$ cat src/rtl/core/fastload_two_wire_link_macros.svh
// ---------------------------------------------------------------------------
// Assertion macros for the two-wire fast-load link
// Shared property templates, clocked on i_clk and disabled during reset.
// ---------------------------------------------------------------------------
`ifndef FASTLOAD_TWO_WIRE_LINK_MACROS_SVH
`define FASTLOAD_TWO_WIRE_LINK_MACROS_SVH

// antecedent implies consequent in the same cycle
`define FLTW_ASSERT_SAME(lbl, ante, cons, msg) \
    lbl: assert property (@(posedge i_clk) disable iff (!i_rst_n) (ante) |-> (cons)) \
        else $error(msg);

// antecedent implies consequent in the next cycle
`define FLTW_ASSERT_NEXT(lbl, ante, cons, msg) \
    lbl: assert property (@(posedge i_clk) disable iff (!i_rst_n) (ante) |=> (cons)) \
        else $error(msg);

`endif

$ cat src/rtl/core/fltw_pkg.sv
// ---------------------------------------------------------------------------
// fltw_pkg
// Types and constants shared by the fast-load link modules.
// ---------------------------------------------------------------------------
package fltw_pkg;

    localparam int unsigned APB_ADDR_W = 2;
    localparam int unsigned APB_DATA_W = 32;

    localparam logic [APB_ADDR_W-1:0] REG_LOADER_MODE = 2'd0;

    localparam logic [1:0] MODE_CLOCK_RX = 2'd1;
    localparam logic [1:0] MODE_ATN_RX   = 2'd2;

    localparam logic OP_SAMPLE = 1'b0;
    localparam logic OP_SEND   = 1'b1;

    // last edge index of a pair frame: ATN mode (two bits per edge) / CLOCK mode (one bit per edge)
    localparam logic [3:0] ATN_EDGES_LAST = 4'd7;
    localparam logic [3:0] CLK_EDGES_LAST = 4'd15;

    typedef enum logic [2:0] {
        TX_IDLE       = 3'd0,
        TX_WAIT_FALL0 = 3'd1,
        TX_WAIT_RISE0 = 3'd2,
        TX_WAIT_FALL1 = 3'd3,
        TX_WAIT_RISE1 = 3'd4
    } t_tx_phase;

    typedef struct packed {
        logic       op;
        logic       atn_level;
        logic       clock_level;
        logic       data_level;
        logic [7:0] tx_byte;
    } t_req;

    typedef struct packed {
        logic       clock_drive;
        logic       data_drive;
        logic       pair_valid;
        logic [7:0] track;
        logic [7:0] sector;
        logic       send_busy;
        logic       send_done;
    } t_rsp;

    typedef struct packed {
        logic       mode_wr;
        logic [1:0] loader_mode;
    } t_cfg;

endpackage

$ cat src/rtl/core/fltw_req_if.sv
// ---------------------------------------------------------------------------
// fltw_req_if
// Request channel: line sample or send request, valid/ready handshake.
// ---------------------------------------------------------------------------
interface fltw_req_if;
    logic       valid;
    logic       ready;
    logic       op;
    logic       atn_level;
    logic       clock_level;
    logic       data_level;
    logic [7:0] tx_byte;

    modport source (
        output valid, op, atn_level, clock_level, data_level, tx_byte,
        input  ready
    );
    modport sink (
        input  valid, op, atn_level, clock_level, data_level, tx_byte,
        output ready
    );
endinterface

$ cat src/rtl/core/fltw_rsp_if.sv
// ---------------------------------------------------------------------------
// fltw_rsp_if
// Result channel: line drives, received pair and send status.
// ---------------------------------------------------------------------------
interface fltw_rsp_if;
    logic       valid;
    logic       ready;
    logic       clock_drive;
    logic       data_drive;
    logic       pair_valid;
    logic [7:0] track;
    logic [7:0] sector;
    logic       send_busy;
    logic       send_done;

    modport source (
        output valid, clock_drive, data_drive, pair_valid, track, sector,
               send_busy, send_done,
        input  ready
    );
    modport sink (
        input  valid, clock_drive, data_drive, pair_valid, track, sector,
               send_busy, send_done,
        output ready
    );
endinterface

$ cat src/rtl/core/fastload_two_wire_link.sv
// ---------------------------------------------------------------------------
// fastload_two_wire_link
// Device side of a two-wire fast-load link with APB mode register.
// ---------------------------------------------------------------------------
// Usage:
//   i_req carries one request per handshake: a settled ATN/CLOCK/DATA
//   sample (op 0) or a request to start sending tx_byte (op 1).
//   o_rsp carries one result per request: the CLOCK/DATA drive levels,
//   the last received track/sector pair with a completion flag, and the
//   send busy/done flags.
//   loader_mode sits at APB byte address 0; write it only while idle.
// Result: a result is registered into the buffer as its request is taken, behind older results.
// Throughput: one request per cycle while i_req.ready is high; the edge detect,
//   shift and send sequencer update close before the result is registered.
// Stall: a two-entry result buffer absorbs a stalled receiver; i_req.ready
//   drops only while both entries are held.
// Reset: lines released, edge history high, no frame or send in progress,
//   pair zero, mode 0; the buffer empties.
// ---------------------------------------------------------------------------
`include "fastload_two_wire_link_macros.svh"

module fastload_two_wire_link
    import fltw_pkg::*;
(
    input  logic                  i_clk,
    input  logic                  i_rst_n,
    fltw_req_if.sink              i_req,
    fltw_rsp_if.source            o_rsp,
    input  logic                  psel,
    input  logic                  penable,
    input  logic                  pwrite,
    input  logic [APB_ADDR_W-1:0] paddr,
    input  logic [APB_DATA_W-1:0] pwdata,
    output logic [APB_DATA_W-1:0] prdata,
    output logic                  pready
);

    t_cfg cfg;
    t_req req;
    t_rsp core_rsp;
    t_rsp buf_rsp;
    logic accept;
    logic not_full;
    logic out_valid;

    assign req.op          = i_req.op;
    assign req.atn_level   = i_req.atn_level;
    assign req.clock_level = i_req.clock_level;
    assign req.data_level  = i_req.data_level;
    assign req.tx_byte     = i_req.tx_byte;

    assign i_req.ready = not_full;
    assign accept      = i_req.valid && not_full;

    fltw_apb_regs u_regs (
        .i_clk   (i_clk),
        .i_rst_n (i_rst_n),
        .psel    (psel),
        .penable (penable),
        .pwrite  (pwrite),
        .paddr   (paddr),
        .pwdata  (pwdata),
        .prdata  (prdata),
        .pready  (pready),
        .o_cfg   (cfg)
    );

    fltw_core u_core (
        .i_clk    (i_clk),
        .i_rst_n  (i_rst_n),
        .i_accept (accept),
        .i_req    (req),
        .i_cfg    (cfg),
        .o_rsp    (core_rsp)
    );

    fltw_out_buf u_out (
        .i_clk      (i_clk),
        .i_rst_n    (i_rst_n),
        .i_push     (accept),
        .i_rsp      (core_rsp),
        .o_not_full (not_full),
        .o_valid    (out_valid),
        .i_pop      (o_rsp.ready),
        .o_rsp      (buf_rsp)
    );

    assign o_rsp.valid       = out_valid;
    assign o_rsp.clock_drive = buf_rsp.clock_drive;
    assign o_rsp.data_drive  = buf_rsp.data_drive;
    assign o_rsp.pair_valid  = buf_rsp.pair_valid;
    assign o_rsp.track       = buf_rsp.track;
    assign o_rsp.sector      = buf_rsp.sector;
    assign o_rsp.send_busy   = buf_rsp.send_busy;
    assign o_rsp.send_done   = buf_rsp.send_done;

    // a taken request always leaves a result behind
    `FLTW_ASSERT_NEXT(a_req_gives_rsp, accept, o_rsp.valid, "request produced no result")
    // a pair never completes while a send is in progress on the ATN line
    `FLTW_ASSERT_SAME(a_pair_not_busy, o_rsp.valid && o_rsp.pair_valid, !o_rsp.send_busy, "pair during send")
    // a finished send leaves the sequencer idle
    `FLTW_ASSERT_SAME(a_done_idle, o_rsp.valid && o_rsp.send_done, !o_rsp.send_busy, "send done but busy")
    // ready drops only with results waiting
    `FLTW_ASSERT_SAME(a_stall_has_rsp, !i_req.ready, o_rsp.valid, "stall with empty buffer")

endmodule

$ cat src/rtl/core/fltw_apb_regs.sv
// ---------------------------------------------------------------------------
// fltw_apb_regs
// APB register file holding loader_mode; flags every mode write.
// ---------------------------------------------------------------------------
module fltw_apb_regs
    import fltw_pkg::*;
(
    input  logic                  i_clk,
    input  logic                  i_rst_n,
    input  logic                  psel,
    input  logic                  penable,
    input  logic                  pwrite,
    input  logic [APB_ADDR_W-1:0] paddr,
    input  logic [APB_DATA_W-1:0] pwdata,
    output logic [APB_DATA_W-1:0] prdata,
    output logic                  pready,
    output t_cfg                  o_cfg
);

    logic [1:0] r_mode;
    logic       wr_mode;

    assign pready  = 1'b1;
    assign wr_mode = psel && penable && pwrite && (paddr == REG_LOADER_MODE);

    always_ff @(posedge i_clk) begin
        if (!i_rst_n) begin
            r_mode <= '0;
        end else if (wr_mode) begin
            r_mode <= pwdata[1:0];
        end
    end

    always_comb begin
        prdata = '0;
        if (paddr == REG_LOADER_MODE) begin
            prdata = {{(APB_DATA_W-2){1'b0}}, r_mode};
        end
    end

    assign o_cfg.mode_wr     = wr_mode;
    assign o_cfg.loader_mode = r_mode;

endmodule

$ cat src/rtl/core/fltw_core.sv
// ---------------------------------------------------------------------------
// fltw_core
// Link state: edge history, receive shifter, send sequencer, line drives.
// ---------------------------------------------------------------------------
module fltw_core
    import fltw_pkg::*;
(
    input  logic i_clk,
    input  logic i_rst_n,
    input  logic i_accept,
    input  t_req i_req,
    input  t_cfg i_cfg,
    output t_rsp o_rsp
);

    logic        r_last_atn, n_last_atn;
    logic        r_last_clock, n_last_clock;
    logic [15:0] r_rx_shift, n_rx_shift;
    logic [3:0]  r_rx_count, n_rx_count;
    logic        r_rx_active, n_rx_active;
    logic [7:0]  r_tx_shift, n_tx_shift;
    t_tx_phase   r_tx_phase, n_tx_phase;
    logic [1:0]  r_drive, n_drive;
    logic [15:0] r_pair, n_pair;

    logic       pair_valid;
    logic       send_done;
    logic       atn_fall, atn_rise, clk_fall, clk_edge;
    logic       nc, nd;
    logic [3:0] top;
    logic [3:0] hi_pos, lo_pos;
    logic [7:0] tx_next;

    // a fresh frame restarts the count at zero
    function automatic logic [1:0] rx_nibble(logic [3:0] cnt, logic act);
        rx_nibble = act ? cnt[2:1] : 2'd0;
    endfunction

    function automatic logic rx_half(logic [3:0] cnt, logic act);
        rx_half = act ? cnt[0] : 1'b0;
    endfunction

    assign atn_fall = r_last_atn && !i_req.atn_level;
    assign atn_rise = !r_last_atn && i_req.atn_level;
    assign clk_fall = r_last_clock && !i_req.clock_level;
    assign clk_edge = r_last_clock != i_req.clock_level;
    assign nc       = ~i_req.clock_level;
    assign nd       = ~i_req.data_level;
    assign tx_next  = {4'd0, r_tx_shift[7:4]};

    // nibble slot: fall puts bits 3/1, rise bits 2/0 of the current nibble
    assign top    = 4'd15 - {rx_nibble(r_rx_count, r_rx_active), 2'b00};
    assign hi_pos = rx_half(r_rx_count, r_rx_active) ? top - 4'd1 : top;
    assign lo_pos = hi_pos - 4'd2;

    always_comb begin
        n_last_atn   = r_last_atn;
        n_last_clock = r_last_clock;
        n_rx_shift   = r_rx_shift;
        n_rx_count   = r_rx_count;
        n_rx_active  = r_rx_active;
        n_tx_shift   = r_tx_shift;
        n_tx_phase   = r_tx_phase;
        n_drive      = r_drive;
        n_pair       = r_pair;
        pair_valid   = 1'b0;
        send_done    = 1'b0;

        if (i_req.op == OP_SEND) begin
            n_tx_shift = i_req.tx_byte;
            n_drive    = i_req.tx_byte[1:0];
            n_tx_phase = TX_WAIT_FALL0;
        end else begin
            if (r_tx_phase != TX_IDLE) begin
                // send in progress owns the ATN line
                unique case (r_tx_phase)
                    TX_WAIT_FALL0, TX_WAIT_FALL1: begin
                        if (atn_fall) begin
                            n_drive    = r_tx_shift[3:2];
                            n_tx_phase = (r_tx_phase == TX_WAIT_FALL0) ? TX_WAIT_RISE0
                                                                        : TX_WAIT_RISE1;
                        end
                    end
                    TX_WAIT_RISE0: begin
                        if (atn_rise) begin
                            n_tx_shift = tx_next;
                            n_drive    = tx_next[1:0];
                            n_tx_phase = TX_WAIT_FALL1;
                        end
                    end
                    TX_WAIT_RISE1: begin
                        if (atn_rise) begin
                            n_tx_shift = tx_next;
                            n_tx_phase = TX_IDLE;
                            send_done  = 1'b1;
                        end
                    end
                    default: n_tx_phase = TX_IDLE;
                endcase
            end else if (i_cfg.loader_mode == MODE_ATN_RX) begin
                if (!r_rx_active && atn_fall) begin
                    n_rx_active = 1'b1;
                    n_rx_count  = '0;
                    n_rx_shift  = '0;
                end
                if (n_rx_active && (atn_fall || atn_rise)) begin
                    n_rx_shift = n_rx_shift | (16'(nc) << hi_pos) | (16'(nd) << lo_pos);
                    if (n_rx_count == ATN_EDGES_LAST) begin
                        n_pair      = n_rx_shift;
                        pair_valid  = 1'b1;
                        n_rx_active = 1'b0;
                        n_rx_count  = '0;
                    end else begin
                        n_rx_count = n_rx_count + 4'd1;
                    end
                end
            end else begin
                if (atn_fall) begin
                    n_drive[1] = 1'b0;
                end
                if (i_cfg.loader_mode == MODE_CLOCK_RX) begin
                    if (!r_rx_active && clk_fall) begin
                        n_rx_active = 1'b1;
                        n_rx_count  = '0;
                        n_rx_shift  = '0;
                    end
                    if (n_rx_active && clk_edge) begin
                        n_rx_shift = {n_rx_shift[14:0], nd};
                        if (n_rx_count == CLK_EDGES_LAST) begin
                            n_pair      = n_rx_shift;
                            pair_valid  = 1'b1;
                            n_rx_active = 1'b0;
                            n_rx_count  = '0;
                        end else begin
                            n_rx_count = n_rx_count + 4'd1;
                        end
                    end
                end
            end
            n_last_atn   = i_req.atn_level;
            n_last_clock = i_req.clock_level;
        end
    end

    always_ff @(posedge i_clk) begin
        if (!i_rst_n) begin
            r_last_atn   <= 1'b1;
            r_last_clock <= 1'b1;
            r_rx_shift   <= '0;
            r_rx_count   <= '0;
            r_rx_active  <= 1'b0;
            r_tx_shift   <= '0;
            r_tx_phase   <= TX_IDLE;
            r_drive      <= 2'b11;
            r_pair       <= '0;
        end else if (i_accept) begin
            r_last_atn   <= n_last_atn;
            r_last_clock <= n_last_clock;
            r_rx_shift   <= n_rx_shift;
            r_rx_count   <= n_rx_count;
            r_rx_active  <= n_rx_active;
            r_tx_shift   <= n_tx_shift;
            r_tx_phase   <= n_tx_phase;
            r_drive      <= n_drive;
            r_pair       <= n_pair;
        end else if (i_cfg.mode_wr) begin
            // mode change drops any frame in flight, unless a request is taken in the same cycle
            r_rx_active <= 1'b0;
            r_rx_count  <= '0;
        end
    end

    assign o_rsp.clock_drive = n_drive[0];
    assign o_rsp.data_drive  = n_drive[1];
    assign o_rsp.pair_valid  = pair_valid;
    assign o_rsp.track       = n_pair[15:8];
    assign o_rsp.sector      = n_pair[7:0];
    assign o_rsp.send_busy   = n_tx_phase != TX_IDLE;
    assign o_rsp.send_done   = send_done;

endmodule

$ cat src/rtl/core/fltw_out_buf.sv
// ---------------------------------------------------------------------------
// fltw_out_buf
// Two-entry result buffer between the link state and the result channel.
// ---------------------------------------------------------------------------
module fltw_out_buf
    import fltw_pkg::*;
(
    input  logic i_clk,
    input  logic i_rst_n,
    input  logic i_push,
    input  t_rsp i_rsp,
    output logic o_not_full,
    output logic o_valid,
    input  logic i_pop,
    output t_rsp o_rsp
);

    t_rsp       r_slot [2];
    logic [1:0] r_cnt, n_cnt;
    logic       r_wr_ptr;
    logic       r_rd_ptr;
    logic       pop_ok;

    assign o_not_full = r_cnt != 2'd2;
    assign o_valid    = r_cnt != 2'd0;
    assign o_rsp      = r_slot[r_rd_ptr];
    assign pop_ok     = i_pop && o_valid;

    always_comb begin
        n_cnt = r_cnt;
        if (i_push && !pop_ok) begin
            n_cnt = r_cnt + 2'd1;
        end else if (!i_push && pop_ok) begin
            n_cnt = r_cnt - 2'd1;
        end
    end

    always_ff @(posedge i_clk) begin
        if (!i_rst_n) begin
            r_cnt    <= '0;
            r_wr_ptr <= 1'b0;
            r_rd_ptr <= 1'b0;
        end else begin
            r_cnt <= n_cnt;
            if (i_push) begin
                r_wr_ptr <= ~r_wr_ptr;
            end
            if (pop_ok) begin
                r_rd_ptr <= ~r_rd_ptr;
            end
        end
    end

    always_ff @(posedge i_clk) begin
        if (i_push) begin
            r_slot[r_wr_ptr] <= i_rsp;
        end
    end

endmodule
$ cat src/flat_wrapper.sv
// flat-port wrapper written by rule: the top's interface ports become plain ports
module fastload_two_wire_link_flat import fltw_pkg::*;
  (i_clk, i_rst_n, psel, penable, pwrite, paddr, pwdata, prdata, pready, i_req_valid, i_req_op, i_req_atn_level, i_req_clock_level, i_req_data_level, i_req_tx_byte, i_req_ready, o_rsp_valid, o_rsp_clock_drive, o_rsp_data_drive, o_rsp_pair_valid, o_rsp_track, o_rsp_sector, o_rsp_send_busy, o_rsp_send_done, o_rsp_ready);
  fltw_req_if i_req_i ();
  fltw_rsp_if o_rsp_i ();
  input  logic i_clk;
  input  logic i_rst_n;
  input  logic psel;
  input  logic penable;
  input  logic pwrite;
  input  logic [APB_ADDR_W-1:0] paddr;
  input  logic [APB_DATA_W-1:0] pwdata;
  output logic [APB_DATA_W-1:0] prdata;
  output logic pready;
  input wire logic [$bits(i_req_i.valid)-1:0] i_req_valid;
  input wire logic [$bits(i_req_i.op)-1:0] i_req_op;
  input wire logic [$bits(i_req_i.atn_level)-1:0] i_req_atn_level;
  input wire logic [$bits(i_req_i.clock_level)-1:0] i_req_clock_level;
  input wire logic [$bits(i_req_i.data_level)-1:0] i_req_data_level;
  input wire logic [$bits(i_req_i.tx_byte)-1:0] i_req_tx_byte;
  output wire logic [$bits(i_req_i.ready)-1:0] i_req_ready;
  output wire logic [$bits(o_rsp_i.valid)-1:0] o_rsp_valid;
  output wire logic [$bits(o_rsp_i.clock_drive)-1:0] o_rsp_clock_drive;
  output wire logic [$bits(o_rsp_i.data_drive)-1:0] o_rsp_data_drive;
  output wire logic [$bits(o_rsp_i.pair_valid)-1:0] o_rsp_pair_valid;
  output wire logic [$bits(o_rsp_i.track)-1:0] o_rsp_track;
  output wire logic [$bits(o_rsp_i.sector)-1:0] o_rsp_sector;
  output wire logic [$bits(o_rsp_i.send_busy)-1:0] o_rsp_send_busy;
  output wire logic [$bits(o_rsp_i.send_done)-1:0] o_rsp_send_done;
  input wire logic [$bits(o_rsp_i.ready)-1:0] o_rsp_ready;
  assign i_req_i.valid = i_req_valid;
  assign i_req_i.op = i_req_op;
  assign i_req_i.atn_level = i_req_atn_level;
  assign i_req_i.clock_level = i_req_clock_level;
  assign i_req_i.data_level = i_req_data_level;
  assign i_req_i.tx_byte = i_req_tx_byte;
  assign i_req_ready = i_req_i.ready;
  assign o_rsp_valid = o_rsp_i.valid;
  assign o_rsp_clock_drive = o_rsp_i.clock_drive;
  assign o_rsp_data_drive = o_rsp_i.data_drive;
  assign o_rsp_pair_valid = o_rsp_i.pair_valid;
  assign o_rsp_track = o_rsp_i.track;
  assign o_rsp_sector = o_rsp_i.sector;
  assign o_rsp_send_busy = o_rsp_i.send_busy;
  assign o_rsp_send_done = o_rsp_i.send_done;
  assign o_rsp_i.ready = o_rsp_ready;
  fastload_two_wire_link u_core (.i_clk(i_clk), .i_rst_n(i_rst_n), .i_req(i_req_i), .o_rsp(o_rsp_i), .psel(psel), .penable(penable), .pwrite(pwrite), .paddr(paddr), .pwdata(pwdata), .prdata(prdata), .pready(pready));
endmodule
$ cat config.mk
export PLATFORM = sky130hd
export DESIGN_NAME = fastload_two_wire_link_flat
export DESIGN_NICKNAME = d
export VERILOG_FILES = /design/src/rtl/core/fltw_pkg.sv /design/src/rtl/core/fltw_req_if.sv /design/src/rtl/core/fltw_rsp_if.sv /design/src/rtl/core/fastload_two_wire_link.sv /design/src/rtl/core/fltw_apb_regs.sv /design/src/rtl/core/fltw_core.sv /design/src/rtl/core/fltw_out_buf.sv /design/src/flat_wrapper.sv
export VERILOG_INCLUDE_DIRS = /design/src /design/src/rtl/core
export SDC_FILE = /design/constraint.sdc
export NUM_CORES = 1
export LEC_CHECK = 0
export BUFFER_PORTS_ARGS = -buffer_cell sky130_fd_sc_hd__buf_2
export CORE_ASPECT_RATIO = 1.2
export CORE_MARGIN = 8
export CORE_UTILIZATION = 52
export DETAILED_ROUTE_END_ITERATION = 7
export PLACE_DENSITY = 0.73
export SKIP_CTS_REPAIR_TIMING = 1
export SYNTH_ARGS = -nofsm -noshare
export SYNTH_HDL_FRONTEND = slang
export SYNTH_HIERARCHICAL = 1
export SYNTH_SLANG_ARGS = --single-unit
$ cat constraint.sdc
create_clock -name i_clk -period 3.71 [get_ports i_clk]
set_clock_uncertainty 0.1 [all_clocks]
set_input_delay 0.742 -clock i_clk [delete_from_list [all_inputs] [get_ports i_clk]]
set_output_delay 0.742 -clock i_clk [all_outputs]
set_load 0.02 [all_outputs]
; ---- After elaboration in Yosys (flattened, before gate mapping)
; Memories as Yosys holds them, arrays and structs flattened. A register that Yosys moved wholly into a read port is not among the register bits.
; Index checks and enable logic that the tools add are counted.
[op_classes]
n_addsub = 7
n_eq_ne = 13
shifts = 2
mux = 96
n_bitwise = 8
reduce_logical = 39
[op_table]
columns = cell, n
row1 = 16-bit two-way mux, 17
row2 = 4-bit two-way mux, 20
row3 = 1-bit two-way mux, 40
row4 = 8-bit two-way mux, 4
row5 = 16-bit bitwise OR, 2
row6 = 1-bit by 4-bit left shift with 16-bit output, 2
row7 = 3-bit two-way mux, 6
row8 = 1-bit logical AND, 14
row9 = 2-bit two-way mux, 7
row10 = 2-bit nonzero test, 7
row11 = 4-bit AND reduction, 3
row12 = 3-bit one-hot mux with 3 select lines, 1
row13 = 3-bit nonzero test, 3
row14 = "4-bit by 1-bit adder with 4-bit output, second input constant", 2
row15 = "3-bit by 2-bit == test with 1-bit output, second input constant", 2
row16 = 1-bit zero test, 6
row17 = "2-bit inequality test, second input constant", 3
row18 = 1-bit NOT, 6
row19 = 5-bit AND reduction, 1
row20 = "4-bit by 3-bit == test with 1-bit output, second input constant", 1
row21 = "4-bit == test, second input constant", 1
row22 = 2-bit one-hot mux with 2 select lines, 1
row23 = 2-bit OR reduction, 2
row24 = "4-bit by 1-bit subtractor with 4-bit output, second input constant", 1
row25 = 13 further kinds, 13
[word_totals]
reg_bits = 58
mem_bits_rw = 42
memories = 1
[memory_table]
columns = memory, words, width, read_ports, rd_clocked_by_memory_dff, write_ports, line_no
row1 = u_core.u_out.r_slot, 2, 21, 1, 1, 1, fltw_out_buf.sv:18  ; t_rsp r_slot [2];

; ---- Longest topological paths before layout
[depth]
ltp_word = 16
ltp_mapped = 13
mapped_depth_nobuf = 10

; ---- Cells and area by module
; The synthesis kept the hierarchy.
[modules_own_cells]
columns = mod, instances, cells_per_inst, area_per_inst_um2, seq_area_each_um2
row1 = fltw_core, 1, 527, 3893.7, 1001.0
row2 = fltw_out_buf, 1, 87, 1727.9, 1361.3
row3 = fltw_apb_regs, 1, 47, 364.1, 40.0
row4 = fastload_two_wire_link, 1, 1, 6.3, 0.0

; ---- Worst setup path before layout
; Ideal clock, no wire load.
[synth_timing]
kind = input port to flip-flop
startpoint = input i_req_clock_level
endpoint = memory u_core/u_out/r_slot[0][8] (netlist bit), data pin
arrival_time_ns = 2.980
required_time_ns = 3.337
slack_ns = 0.357
stages = 13
n_path_buf = 3
cell_sequence = inv_1 ha_1 nand2b_1 buf_2 clkbuf_1 and2_1 ha_1 nand4b_4 or3_4 or2_2 clkbuf_1 a21oi_1 nor3_1
[synth_lines]
columns = item, line_no
row1 = from (decl), flat_wrapper.sv:18  ; input wire logic [$bits(i_req_i.clock_level)-1:0] i_req_clock_level;
row2 = to (decl), fltw_out_buf.sv:18

==> flow_summary.yaml <==
status:
  status: "finished, final reports clean"
sta:
  hold_violations: 0
  final-max-slew-violation-count: 0
  setup_viol: 0
  post-route-min-period_ps: 2920
  worstMarginPinSlew_ps: 943
  setup_tns_ps: 0
  maxSlewHeadroom_pct: 37.2
  max_freq_mhz: 342
  rsz0062_at_grt: "no"
  fin_crit_sh_pct: 78.8
floorplan:
  coreArea_um2: 11400
  die_area_um2: 15200
  io_pins: 109
  start_util_pct: 52.5
  die_y_um: 134
  rows: 43
  fp.dieW_um: 114
synthesis:
  synth_ff_type: "dfxtp_1"
  ys_seq_area_share_pct: 40.1
  synth.distinct_cells: 72
  synth-edff-count: 42
  synth_area_per_cell_um2: 9.05
  synth_cells: 662
  yosys_warnings: 6
  async_flop_share_pct: 0
  syn_area_um2: 5990
  ys_seq_elements: 99
global_routing:
  antenna_found_initial: 0
  grt_use_total_pct: 19.7
  first_global_vias: 4902
  grt_max_degree: 35
  grt_pass1_wl_um: 24400
  gr-total-overflow: 0
worst_setup_path:
  critPathArrivalTime_ps: 2950
  cp_cell_sequence: "buf_2, inv_1, ha_1, nand2b_1, and2_1, ha_1, nand4b_4, or3_4, a21oi_2, buf_4, nor2_1, nor3_1"
  required_ps: 3740
  cp_num_buf_inv: 3
  path_common_cell: "ha_1"
  worstRegToRegCells: 7
  worst_path_max_delay_cell: "or3_4"
  cp.depth: 12
  end_kind: "flop"
  r2r_setup_slack_ps: 890
  slowest_delay_ps: 400
  crit_fanout: 17
  reg2reg_to: "u_core/u_out/r_slot[1][16]$_DFFE_PP_"
  timing.rr.start: "u_core/u_core/r_rx_count[0]$_SDFFE_PN0P_"
  path_delay_family: "simple AND/OR/NAND/NOR gates"
  worstSetupPathType: "in2reg"
  startpoint_type: "primary input"
placed_design:
  finalWeightedCongestion: 0.939
  dp_cells: 823
  io_buffer_count: 47
  hpwl_um: 10500
clocking:
  htreeDepth: 3
  numCtsBuffers: 9
  clockBufferDepth: 2
  clkSinkCount: 99
  root_buffer: "clkbuf_16"
  insertion_delay_ps: 350
  cts.clk_slew.worst_paths_ps: 70
  cts_tree: "done"
hold_path:
  worstHoldStart: "u_core/u_regs/r_mode[0]$_SDFFE_PN0P_"
  hold_end: "u_core/u_regs/r_mode[0]$_SDFFE_PN0P_"
  hold_depth: 2
  min_path_type: "reg2reg"
final_layout:
  n_antenna_cell: 0
  final_cells: 839
  final_nets: 738
  drive_above_1_share_pct: 15.1
  final_core_util_pct: 56.7
  area.growth.synth_to_final_pct: 7.91
power_and_ir_drop:
  p_leak_nw: 2.40
  irDropWorstVdd_uv: 238
  power_w: 0.00293
  power_per_cell_area_nw_per_um2: 454
route:
  drt-initial-drc-count: 507
  drcViolationCount: 0
  viasPerCell: 6.13
  firstDrtPassIters: 6
  dr_total_vias: 5147
  ant_nets: 0
  post_drt_wl_per_cell_um: 17.9
  drt-total-wl_um: 15000
run:
  drv_cap: 0
[flip-flops by register name, indices dropped and copies added, names as in the netlist, named ones only]
name	flops
u_core/u_out/r_slot	42
u_core/u_out/r_cnt	2
u_core/u_core/r_last_atn	1
u_core/u_core/r_rx_active	1
u_core/u_core/r_rx_count	4
u_core/u_regs/r_mode	2
u_core/u_out/r_wr_ptr	1
u_core/u_core/r_tx_shift	6
u_core/u_out/r_rd_ptr	1
u_core/u_core/r_rx_shift	16
u_core/u_core/r_tx_phase	3
u_core/u_core/r_last_clock	1
u_core/u_core/r_pair	16
u_core/u_core/r_drive	2
[cell usage after synthesis, drive strengths merged, types with 4 or more instances]
master	n	area [µm²]
o211ai	5	37.5
nor3	20	100
clkbuf	36	136
edfxtp	42	1260
a32oi	5	43.8
o21ba	4	40.0
nand2b	8	50.1
buf	55	375
a31oi	11	68.8
or3	4	30.0
a221oi	28	251
nand2	52	198
mux2	26	293
o21ai	28	140
nand3b	5	37.5
nand3	19	95.1
nor2	41	156
o31ai	6	45.0
a21oi	68	344
ha	8	100
inv	15	56.3
a21boi	4	30.0
o22a	4	35.0
nor2b	16	100
dfxtp	57	1140
a211o	6	52.6
mux2i	20	200
a311oi	4	35.0
and2	15	93.8
a211oi	7	65.1
[per-stage QoR]
| step | hold slack, ps | setup WS [ps] | cell area [µm²] |
|---|---|---|---|
| after floorplan | 346 | 357 | 6100 |
| after global placement | 374 | 545 | 6170 |
| after detailed placement | 396 | 472 | 6170 |
| after CTS | 406 | 811 | 6470 |
| after global routing | 420 | 606 | 6470 |
| final | 401 | 788 | 6470 |
[logic make-up after synthesis]
| kind of cell | synth area share, % |
|---|---|
| compound gates | 22.9 |
| xor+xnor | 0.439 |
| fa+ha+maj | 1.67 |
| buf+inv | 9.54 |
| flops | 40.1 |
| mux | 8.23 |
| other cells | 0.125 |
| simple gates | 17.0 |
[routing by layer]
layer | track usage, % | share of wire [%]
met5 | 0 | 0
met4 | 9.12 | 2.4
met3 | 3.44 | 7.1
met2 | 32.8 | 49
met1 | 24.2 | 41
[cells in the final DEF (no fill, tap or decap), drive strengths merged, types with 3 or more instances in the layout]
cell type / netlist / routed
nand3: 19 / 19
o21ai: 28 / 28
o31ai: 6 / 6
nand2: 52 / 52
ha: 8 / 8
a21boi: 4 / 4
nand3b: 5 / 5
a221oi: 28 / 28
o22a: 4 / 4
a32oi: 5 / 5
and2: 15 / 15
nand2b: 8 / 8
nor2b: 16 / 16
a311oi: 4 / 4
buf: 55 / 66
clkbuf: 36 / 10
a211oi: 7 / 7
nor2: 41 / 41
or2: 3 / 3
a21oi: 68 / 68
mux2i: 20 / 20
o21ba: 4 / 4
conb: 2 / 31
o211ai: 5 / 5
edfxtp: 42 / 42
nor3: 20 / 20
nor3b: 3 / 3
inv: 15 / 17
dfxtp: 57 / 57
a211o: 6 / 6
a31oi: 11 / 11
mux2: 26 / 26
or3: 4 / 4
[where the power goes]
group,internal (W),switching [W]
Clock,0.000529,0.000412
Combinational,0.000254,0.000431
Sequential,0.00124,0.0000701
Total,0.00202,0.000913
[area by class of cell]
| class | instances | area [µm²] |
|---|---|---|
| Clock buffer | 10 | 229 |
| Clock inverter | 6 | 71.3 |
| Fill cell | 1023 | 4940 |
| Inverter | 16 | 60.1 |
| Multi-Input combinational cell | 485 | 3130 |
| Sequential cell | 99 | 2400 |
| Tap cell | 157 | 196 |
| Timing Repair Buffer | 66 | 378 |
[worst min-delay path: stages, from the launching register on]
cell	delay, ps
dfxtp_1	340
nand2_1	60
mux2i_1	60
[how the worst max path moves through the flow]
stage | start | endpoint | slack, ps
6_report | i_req_clock_level | u_core/u_out/r_slot[0][13]$_DFFE_PP_ | 790
5_1_grt | i_req_atn_level | u_core/u_out/r_slot[1][16]$_DFFE_PP_ | 610
4_1_cts | i_req_clock_level | u_core/u_out/r_slot[1][16]$_DFFE_PP_ | 810
3_5_place_dp | i_req_clock_level | u_core/u_out/r_slot[1][16]$_DFFE_PP_ | 470
3_3_place_gp | i_req_clock_level | u_core/u_out/r_slot[0][9]$_DFFE_PP_ | 550
2_1_floorplan | i_req_clock_level | u_core/u_out/r_slot[0][8]$_DFFE_PP_ | 360
No activity file was read; power rests on OpenSTA's default activity.
